`config.mk`:
```
export PLATFORM = sky130hd
export DESIGN_NAME = pomodoro_countdown_controller_top
export DESIGN_NICKNAME = d
export VERILOG_FILES = /design/src/sv/pcc_pkg.sv /design/src/sv/pcc_cfg.sv /design/src/sv/pcc_in_stage.sv /design/src/sv/pcc_core.sv /design/src/sv/pomodoro_countdown_controller_top.sv
export SDC_FILE = /design/constraint.sdc
export NUM_CORES = 1
export LEC_CHECK = 0
export BUFFER_PORTS_ARGS = -buffer_cell sky130_fd_sc_hd__buf_2
export CORE_ASPECT_RATIO = 0.9
export CORE_MARGIN = 5
export CORE_UTILIZATION = 45
export DETAILED_ROUTE_END_ITERATION = 8
export SETUP_SLACK_MARGIN = 0.15
export SYNTH_ARGS = -nofsm -noshare
export SYNTH_HDL_FRONTEND = slang
export SYNTH_SLANG_ARGS = --single-unit
```
`constraint.sdc`:
```
create_clock -name clk -period 24 [get_ports clk]
set_input_delay 1.2 -clock clk [delete_from_list [all_inputs] [get_ports clk]]
set_output_delay 1.2 -clock clk [all_outputs]
set_load 0.02 [all_outputs]
```
`src/sv/pcc_pkg.sv`:
```
`timescale 1ns / 1ps

package pcc_pkg;

  typedef enum logic [1:0] {
    MODE_ADJUST   = 2'd0,
    MODE_TIMER    = 2'd1,
    MODE_PAUSED   = 2'd2,
    MODE_FINISHED = 2'd3
  } mode_t;

  typedef enum logic [1:0] {
    PH_FOCUS = 2'd0,
    PH_SHORT = 2'd1,
    PH_LONG  = 2'd2
  } phase_t;

  typedef enum logic [1:0] {
    CMD_TICK   = 2'd0,
    CMD_BUTTON = 2'd1,
    CMD_NEXT   = 2'd2,
    CMD_INC    = 2'd3
  } cmd_t;

  // register indexes, taken from paddr[2]
  localparam logic REG_DEBOUNCE = 1'b0;
  localparam logic REG_LIMIT    = 1'b1;

  localparam logic [15:0] DEBOUNCE_RESET = 16'd200;
  localparam logic [3:0]  LIMIT_RESET    = 4'd3;

  localparam logic [6:0] SEC_TOP    = 7'd59;
  localparam logic [3:0] DIGIT_BASE = 4'd10;
  localparam logic [1:0] EDIT_TOP   = 2'd3;

  localparam logic [6:0] DUR_FOCUS_MIN = 7'd25;
  localparam logic [6:0] DUR_SHORT_MIN = 7'd5;
  localparam logic [6:0] DUR_LONG_MIN  = 7'd15;

  typedef struct packed {
    logic [15:0] debounce_ms;
    logic [3:0]  short_breaks_before_long;
  } cfg_t;

  typedef struct packed {
    logic [6:0] minutes;
    logic [6:0] seconds;
  } dur_t;

  typedef struct packed {
    mode_t      run_mode;
    phase_t     phase;
    logic [6:0] minutes_left;
    logic [6:0] seconds_left;
    logic [6:0] edit_minutes;
    logic [6:0] edit_seconds;
    logic [1:0] edit_position;
    logic       mode_changed;
  } result_t;

  // quotient by ten for values below 128, by reciprocal 205/2048
  function automatic logic [3:0] div10(input logic [6:0] v);
    logic [14:0] p;
    p = 15'(v) * 15'd205;
    return p[14:11];
  endfunction

  function automatic logic [3:0] mod10(input logic [6:0] v);
    logic [6:0] q10;
    q10 = 7'(div10(v)) * 7'(DIGIT_BASE);
    return 4'(v - q10);
  endfunction

  // tens * 10 + units, kept to 7 bits
  function automatic logic [6:0] edit_value(input logic [3:0] tens, input logic [3:0] units);
    logic [7:0] s;
    s = 8'(tens) * 8'(DIGIT_BASE) + 8'(units);
    return s[6:0];
  endfunction

endpackage

```
`src/sv/pcc_cfg.sv`:
```
`timescale 1ns / 1ps

module pcc_cfg import pcc_pkg::*; (
  input  logic        clk,
  input  logic        rst,
  input  logic        psel,
  input  logic        penable,
  input  logic        pwrite,
  input  logic [2:0]  paddr,
  input  logic [31:0] pwdata,
  output logic [31:0] prdata,
  output logic        pready,
  output cfg_t        cfg
);

  logic wr;

  assign pready = 1'b1;
  assign wr     = psel & penable & pwrite & pready;

  always_ff @(posedge clk) begin
    if (rst) begin
      cfg.debounce_ms              <= DEBOUNCE_RESET;
      cfg.short_breaks_before_long <= LIMIT_RESET;
    end else if (wr) begin
      case (paddr[2])
        REG_DEBOUNCE: cfg.debounce_ms              <= pwdata[15:0];
        REG_LIMIT:    cfg.short_breaks_before_long <= pwdata[3:0];
        default: ;
      endcase
    end
  end

  always_comb begin
    case (paddr[2])
      REG_DEBOUNCE: prdata = {16'd0, cfg.debounce_ms};
      REG_LIMIT:    prdata = {28'd0, cfg.short_breaks_before_long};
      default:      prdata = 32'd0;
    endcase
  end

endmodule

```
`src/sv/pcc_in_stage.sv`:
```
`timescale 1ns / 1ps

module pcc_in_stage import pcc_pkg::*; (
  input  logic        clk,
  input  logic        rst,
  input  logic        s_tvalid,
  output logic        s_tready,
  input  logic [1:0]  s_tuser,
  input  logic [31:0] s_tdata,
  input  logic        advance,
  output logic        item_valid,
  output cmd_t        item_cmd,
  output logic [31:0] item_time
);

  // register frees when the core takes its item
  assign s_tready = !item_valid || advance;

  always_ff @(posedge clk) begin
    if (rst) begin
      item_valid <= 1'b0;
    end else if (s_tready) begin
      item_valid <= s_tvalid;
    end
  end

  always_ff @(posedge clk) begin
    if (s_tready && s_tvalid) begin
      item_cmd  <= cmd_t'(s_tuser);
      item_time <= s_tdata;
    end
  end

endmodule

```
`src/sv/pcc_core.sv`:
```
`timescale 1ns / 1ps

module pcc_core import pcc_pkg::*; (
  input  logic        clk,
  input  logic        rst,
  input  cfg_t        cfg,
  input  logic        item_valid,
  input  cmd_t        item_cmd,
  input  logic [31:0] item_time,
  output logic        advance,
  output logic        out_valid,
  input  logic        out_ready,
  output result_t     out_result
);

  mode_t       mode, mode_next;
  phase_t      phase, phase_next;
  logic [6:0]  count_minutes, count_minutes_next;
  logic [6:0]  count_seconds, count_seconds_next;
  dur_t        durations [3];
  dur_t        durations_next [3];
  logic [3:0]  digits [4];
  logic [3:0]  digits_next [4];
  logic [1:0]  edit_index, edit_index_next;
  logic [3:0]  tally, tally_next;
  logic [31:0] last_next_touch, last_next_touch_next;
  logic [31:0] last_inc_touch, last_inc_touch_next;
  logic        step;
  logic        next_ok, inc_ok;
  logic        do_store, do_load, do_adjust;
  logic [6:0]  edit_min, edit_sec;
  result_t     result_next;

  assign advance = !out_valid || out_ready;
  assign step    = item_valid && advance;

  assign edit_min = edit_value(digits[3], digits[2]);
  assign edit_sec = edit_value(digits[1], digits[0]);

  assign next_ok = (item_time - last_next_touch) > 32'(cfg.debounce_ms);
  assign inc_ok  = (item_time - last_inc_touch)  > 32'(cfg.debounce_ms);

  // next state
  always_comb begin
    mode_next            = mode;
    phase_next           = phase;
    count_minutes_next   = count_minutes;
    count_seconds_next   = count_seconds;
    durations_next       = durations;
    digits_next          = digits;
    edit_index_next      = edit_index;
    tally_next           = tally;
    last_next_touch_next = last_next_touch;
    last_inc_touch_next  = last_inc_touch;
    do_store             = 1'b0;
    do_load              = 1'b0;
    do_adjust            = 1'b0;

    case (mode)
      MODE_TIMER: begin
        if (item_cmd == CMD_TICK) begin
          if (count_seconds != 7'd0) begin
            count_seconds_next = count_seconds - 7'd1;
          end else if (count_minutes != 7'd0) begin
            count_minutes_next = count_minutes - 7'd1;
            count_seconds_next = SEC_TOP;
          end else begin
            mode_next = MODE_FINISHED;
          end
        end else if (item_cmd == CMD_BUTTON) begin
          mode_next = MODE_PAUSED;
        end
        if (count_minutes_next == 7'd0 && count_seconds_next == 7'd0) begin
          mode_next = MODE_FINISHED;
        end
      end
      MODE_FINISHED: begin
        if (item_cmd != CMD_TICK) begin
          if (phase == PH_FOCUS) begin
            if (tally < cfg.short_breaks_before_long) begin
              phase_next = PH_SHORT;
              tally_next = tally + 4'd1;
            end else begin
              phase_next = PH_LONG;
              tally_next = 4'd0;
            end
          end else begin
            phase_next = PH_FOCUS;
          end
          do_load   = 1'b1;
          mode_next = MODE_TIMER;
        end
      end
      MODE_ADJUST: begin
        case (item_cmd)
          CMD_BUTTON: begin
            do_store  = 1'b1;
            do_load   = 1'b1;
            mode_next = MODE_TIMER;
          end
          CMD_NEXT: begin
            if (next_ok) begin
              last_next_touch_next = item_time;
              if (edit_index != 2'd0) begin
                edit_index_next = edit_index - 2'd1;
              end else begin
                do_store  = 1'b1;
                do_adjust = 1'b1;
                case (phase)
                  PH_FOCUS: phase_next = PH_SHORT;
                  PH_SHORT: phase_next = PH_LONG;
                  default:  phase_next = PH_FOCUS;
                endcase
              end
            end
          end
          CMD_INC: begin
            if (inc_ok) begin
              last_inc_touch_next = item_time;
              if (digits[edit_index] + 4'd1 >= DIGIT_BASE) begin
                digits_next[edit_index] = 4'd0;
              end else begin
                digits_next[edit_index] = digits[edit_index] + 4'd1;
              end
            end
          end
          default: ;
        endcase
      end
      default: begin
        // paused
        if (item_cmd == CMD_BUTTON) begin
          mode_next = MODE_TIMER;
        end else if (item_cmd != CMD_TICK) begin
          phase_next = PH_FOCUS;
          do_adjust  = 1'b1;
        end
      end
    endcase

    // store goes first so a load of the same slot sees the new value
    if (do_store) begin
      durations_next[phase] = '{minutes: edit_min, seconds: edit_sec};
    end
    if (do_load || do_adjust) begin
      count_minutes_next = durations_next[phase_next].minutes;
      count_seconds_next = durations_next[phase_next].seconds;
    end
    if (do_adjust) begin
      mode_next       = MODE_ADJUST;
      digits_next[0]  = mod10(count_seconds_next);
      digits_next[1]  = div10(count_seconds_next);
      digits_next[2]  = mod10(count_minutes_next);
      digits_next[3]  = div10(count_minutes_next);
      edit_index_next = EDIT_TOP;
    end
  end

  // result
  always_comb begin
    result_next.run_mode      = mode_next;
    result_next.phase         = phase_next;
    result_next.minutes_left  = count_minutes_next;
    result_next.seconds_left  = count_seconds_next;
    result_next.edit_minutes  = edit_value(digits_next[3], digits_next[2]);
    result_next.edit_seconds  = edit_value(digits_next[1], digits_next[0]);
    result_next.edit_position = edit_index_next;
    result_next.mode_changed  = (mode_next != mode) || (phase_next != phase);
  end

  always_ff @(posedge clk) begin
    if (rst) begin
      mode               <= MODE_ADJUST;
      phase              <= PH_FOCUS;
      count_minutes      <= DUR_FOCUS_MIN;
      count_seconds      <= 7'd0;
      durations[0]       <= '{minutes: DUR_FOCUS_MIN, seconds: 7'd0};
      durations[1]       <= '{minutes: DUR_SHORT_MIN, seconds: 7'd0};
      durations[2]       <= '{minutes: DUR_LONG_MIN, seconds: 7'd0};
      digits[0]          <= mod10(7'd0);
      digits[1]          <= div10(7'd0);
      digits[2]          <= mod10(DUR_FOCUS_MIN);
      digits[3]          <= div10(DUR_FOCUS_MIN);
      edit_index         <= EDIT_TOP;
      tally              <= 4'd0;
      last_next_touch    <= 32'd0;
      last_inc_touch     <= 32'd0;
      out_valid          <= 1'b0;
    end else begin
      if (step) begin
        mode            <= mode_next;
        phase           <= phase_next;
        count_minutes   <= count_minutes_next;
        count_seconds   <= count_seconds_next;
        durations       <= durations_next;
        digits          <= digits_next;
        edit_index      <= edit_index_next;
        tally           <= tally_next;
        last_next_touch <= last_next_touch_next;
        last_inc_touch  <= last_inc_touch_next;
      end
      if (advance) begin
        out_valid <= item_valid;
      end
    end
  end

  always_ff @(posedge clk) begin
    if (step) begin
      out_result <= result_next;
    end
  end

`ifndef SYNTHESIS
  a_finish_restarts: assert property (@(posedge clk) disable iff (rst)
    (step && mode == MODE_FINISHED && item_cmd != CMD_TICK) |=> (mode == MODE_TIMER))
    else $error("finished mode did not restart the timer");

  a_idle_tick_holds: assert property (@(posedge clk) disable iff (rst)
    (step && mode != MODE_TIMER && item_cmd == CMD_TICK)
      |=> ($stable(count_minutes) && $stable(count_seconds) && $stable(phase)))
    else $error("tick outside timer mode changed the state");

  a_changed_flag: assert property (@(posedge clk) disable iff (rst)
    step |=> (out_result.mode_changed ==
              ((mode != $past(mode)) || (phase != $past(phase)))))
    else $error("mode_changed disagrees with the state update");

  a_result_matches_state: assert property (@(posedge clk) disable iff (rst)
    step |=> (out_result.run_mode == mode && out_result.edit_position == edit_index))
    else $error("result register out of step with the state");
`endif

endmodule

```
`src/sv/pomodoro_countdown_controller_top.sv`:
```
`timescale 1ns / 1ps

// Pomodoro countdown controller. Each input item is one event (tuser: 0 second
// tick, 1 start/pause button, 2 next-digit touch, 3 increment-digit touch) with a
// millisecond time stamp in tdata; each accepted item gives exactly one result
// item with the run mode, phase, remaining count, edit digits and a flag for a
// mode or phase change. One item is taken every clock cycle unless tready is
// low on the result side: the whole state update is a single combinational
// pass between the input register and the result register. Debounce time and
// the number of short breaks before a long one are set over the APB port (0x0
// and 0x4); the user must write them only while no item is in flight, which
// the block itself does not enforce.

module pomodoro_countdown_controller_top import pcc_pkg::*; (
  input  logic        clk,
  input  logic        rst,
  // input items
  input  logic        s_tvalid,
  output logic        s_tready,
  input  logic [31:0] s_tdata,   // [31:0] time_ms
  input  logic [1:0]  s_tuser,   // [1:0] cmd
  // result items
  output logic        m_tvalid,
  input  logic        m_tready,
  // [1:0] run_mode, [3:2] phase, [10:4] minutes_left, [17:11] seconds_left,
  // [24:18] edit_minutes, [31:25] edit_seconds, [33:32] edit_position,
  // [34] mode_changed, [39:35] zero
  output logic [39:0] m_tdata,
  // configuration
  input  logic        psel,
  input  logic        penable,
  input  logic        pwrite,
  input  logic [2:0]  paddr,
  input  logic [31:0] pwdata,
  output logic [31:0] prdata,
  output logic        pready
);

  cfg_t        cfg;
  logic        advance;
  logic        item_valid;
  cmd_t        item_cmd;
  logic [31:0] item_time;
  result_t     result;

  pcc_cfg u_cfg (
    .clk     (clk),
    .rst     (rst),
    .psel    (psel),
    .penable (penable),
    .pwrite  (pwrite),
    .paddr   (paddr),
    .pwdata  (pwdata),
    .prdata  (prdata),
    .pready  (pready),
    .cfg     (cfg)
  );

  // input register; frees whenever the core moves on
  pcc_in_stage u_in (
    .clk        (clk),
    .rst        (rst),
    .s_tvalid   (s_tvalid),
    .s_tready   (s_tready),
    .s_tuser    (s_tuser),
    .s_tdata    (s_tdata),
    .advance    (advance),
    .item_valid (item_valid),
    .item_cmd   (item_cmd),
    .item_time  (item_time)
  );

  // state update and result register
  pcc_core u_core (
    .clk        (clk),
    .rst        (rst),
    .cfg        (cfg),
    .item_valid (item_valid),
    .item_cmd   (item_cmd),
    .item_time  (item_time),
    .advance    (advance),
    .out_valid  (m_tvalid),
    .out_ready  (m_tready),
    .out_result (result)
  );

  assign m_tdata = {5'd0,
                    result.mode_changed,
                    result.edit_position,
                    result.edit_seconds,
                    result.edit_minutes,
                    result.seconds_left,
                    result.minutes_left,
                    result.phase,
                    result.run_mode};

endmodule
```
==> metrics.cfg <==
[yosys]
synth_top_family_by_area=compound AO/OA/AOI/OAI gates
yosysWarnings=0
syn_area_per_cell_um2=8.259
synth_edf_count=69
synthArstFlopShare_pct=0
postSynthCellCount=2237
ys.flop_type=dfxtp_1
synth_mux_area_share_pct=4.544
ys_ff_latch=237
synth-simple-area-share_pct=18.78
ys_types=104
synth-xor-area-share_pct=3.941
synthesis.area_mm2=0.01848
synth_compound_area_share_pct=19.71
ys_seq_area_share_pct=29.42
synth_fa_ha_area_share_pct=16.85

[sta]
maxSlewViolCount=0
relSlewSlack_pct=19.07
setup_viol=0
finalHoldViolCount=0
fin_setup_tns_ps=0
period_share_pct=54.24
tightest_slew_ps=1210
clock_skew_ps=30.34
clock.fmax_ghz=0.07683
finalCriticalPeriod_ps=13020
rsz0062_at_grt=false

[layout]
fin_util_pct=50.02
final_net_count=2604
final_area_mm2=0.02033
area_delta_synth_final_pct=10.02
n_antenna_cell=0
drive_above_1_share_pct=10.36
fillCellCount=3995

[critical_path]
startpoint=u_in.item_time[4]
worst-setup-path-type=register to register
reg2reg_from=u_in.item_time[4]
crit_path_end_kind=register
arrival_ps=13340
critical_path.max_stage_delay_ps=670
crit_path_top_delay_cell=a21oi_1
critPathRequiredTime_ps=24330
crit_top_cell=ha_1
critPathLaunchType=register
crit_path_max_fanout=18

[global_route]
track_usage_pct=21.56
grt_first_pass_wirelength_um=81450
grt_overflow=0
antenna_found_initial=1
grt_pass1_vias=15450
grt_max_degree=82

[floorplanning]
row_count=70
io_pins=151
die_area_mm2=0.04521
core_area_mm2=0.04064
die_w_um=223.6
start_util_pct=45.46
dieHeight_um=202.2

[detailed_routing]
vias=16020
wl_um=50070
via_per_inst=5.608
wl_per_cell_um=17.53
dr.first_iter.drc_count=1090
drt_first_pass_iters=5
postRouteAntennaNets=0
drc_errors=0

[clocking]
clkTransAtPathRegs_ps=60
cts_tree=built
cts_hold_buffers=0
htreeDepth=1
numCtsBuffers=29
cts_setup_buffers=0
clock_latency_ps=580
clk_path_buf_depth=3
cts_sinks=237
post_cts_resized=0
cts-root-buf=clkbuf_16

[worst_hold_path]
min_from=u_core.durations[0]
min_path_type=register to register

[power_and_ir_drop]
peakVddDrop_v=0.00005544
pwr_density_cell_mw_per_mm2=64.20
p_leak_nw=8.354

[place]
routabilityCongestion=0.8782
place_area_mm2=0.01935
portBuffers=110
hpwlAfterDp_um=37480

[job]
maxCapViolCount=0

[outcome]
status=finished, final reports clean

[through the flow]
step           hold WS (ps)  worst slack, ps  std cells  power [W]
2_1_floorplan         431.6            13510       2257  0.0007526
3_3_place_gp          438.0            11230       2805  0.0008468
3_5_place_dp          443.2            11120       2805  0.0008582
4_1_cts               451.1            11110       2857   0.001316
5_1_grt               468.0            10050       2857   0.001382
6_report              452.2            10980       2857   0.001305
[flip-flops by register name, indices dropped and copies added, names as in the netlist, 4 cells and up]
| register | cells |
|---|---|
| u_core.last_inc_touch | 32 |
| u_core.last_next_touch | 32 |
| u_core.digits | 16 |
| u_core.tally | 4 |
| u_cfg.cfg | 20 |
| u_core.count_seconds | 7 |
| u_in.item_time | 32 |
| u_core.durations | 42 |
| u_core.count_minutes | 7 |
| u_core.out_result | 35 |
[path summary, 6_finish.rpt]
check        slack (ps)              endpoint  cells after the start
max               10980  u_core.out_result[9]                     44
min                 450   u_core.durations[0]                      2
min reg2reg         450   u_core.durations[0]                      2
max reg2reg       10980  u_core.out_result[9]                     44
[kinds of logic after synthesis]
kind of cell    Yosys count
simple gates            762
compound gates          548
buf+inv                 299
flops                   237
fa+ha+maj               232
xor+xnor                 79
mux                      78
other cells               2
[synthesized netlist by cell type, types with 26 or more instances]
| master | number | share of area, % |
|---|---|---|
| nand2_1 | 320 | 6.5 |
| nor2_1 | 210 | 4.3 |
| ha_1 | 204 | 14 |
| a21oi_1 | 197 | 5.3 |
| inv_1 | 180 | 3.7 |
| dfxtp_1 | 168 | 18 |
| o21ai_0 | 77 | 2.1 |
| clkbuf_1 | 71 | 1.4 |
| edfxtp_1 | 69 | 11 |
| mux2i_1 | 60 | 3.3 |
| xnor2_1 | 53 | 2.5 |
| a21o_1 | 47 | 1.9 |
| nand3_1 | 36 | 0.98 |
| nand4_1 | 33 | 1.1 |
| nor3_1 | 31 | 0.84 |
| fa_1 | 28 | 3.0 |
| a211oi_1 | 26 | 1.1 |
| o211ai_1 | 26 | 1.1 |
[worst max-delay path: cells and delay by family (launching register included)]
| kind | cells | cell delay [ps] |
|---|---|---|
| adder cells (fa/ha/maj) | 10 | 3390 |
| AND/OR/NAND/NOR | 12 | 3260 |
| buffers and inverters | 3 | 380 |
| XOR/XNOR | 4 | 710 |
| flip-flops | 1 | 480 |
| AO/OA/AOI/OAI | 15 | 4520 |
[layout by cell type (no fill, tap or decap), drive strengths merged, types with 15 or more instances in the layout]
master  synthesis  final
mux2i          61     61
nor3           32     32
nor2          210    210
o211ai         26     26
nand2b         17     17
o21ai          88     88
fa             28     28
a21oi         202    202
nand3          36     36
edfxtp         69     69
a221oi         15     15
a211oi         28     28
ha            204    204
clkbuf         71     39
nand4          34     34
o21a           22     22
conb            2     22
a21o           47     47
buf            46    125
nand2         320    320
inv           182    183
dfxtp         168    168
a31oi          17     17
xor2           22     22
nor2b          21     21
xnor2          56     56
[metal layers]
metal / routed length, um / vias up / global-route usage [%]
met4: 1210 / 2 / 4.966
met1: 24230 / 7542 / 31.62
met2: 21660 / 439 / 33.59
li1: - / 7963 / -
met3: 2957 / 75 / 3.253
met5: 14 / - / 0
[area by class of cell]
cell class	instances	area [um2]	share of cell area, %
well taps	540	675.6	3.324
multi-input cells	1721	11890	58.49
clock buffers	39	803.3	3.952
repair buffers	125	665.6	3.275
flip-flops and latches	237	5435	26.74
clock inverters	13	172.7	0.8494
inverters	182	685.7	3.373
[where the power goes]
part           internal, W  switching (W)
Clock             0.000276       0.000177
Sequential        0.000428      0.0000126
Combinational     0.000166       0.000245
Total             0.000870       0.000435
Note: power is estimated with default switching activity, not from simulation.
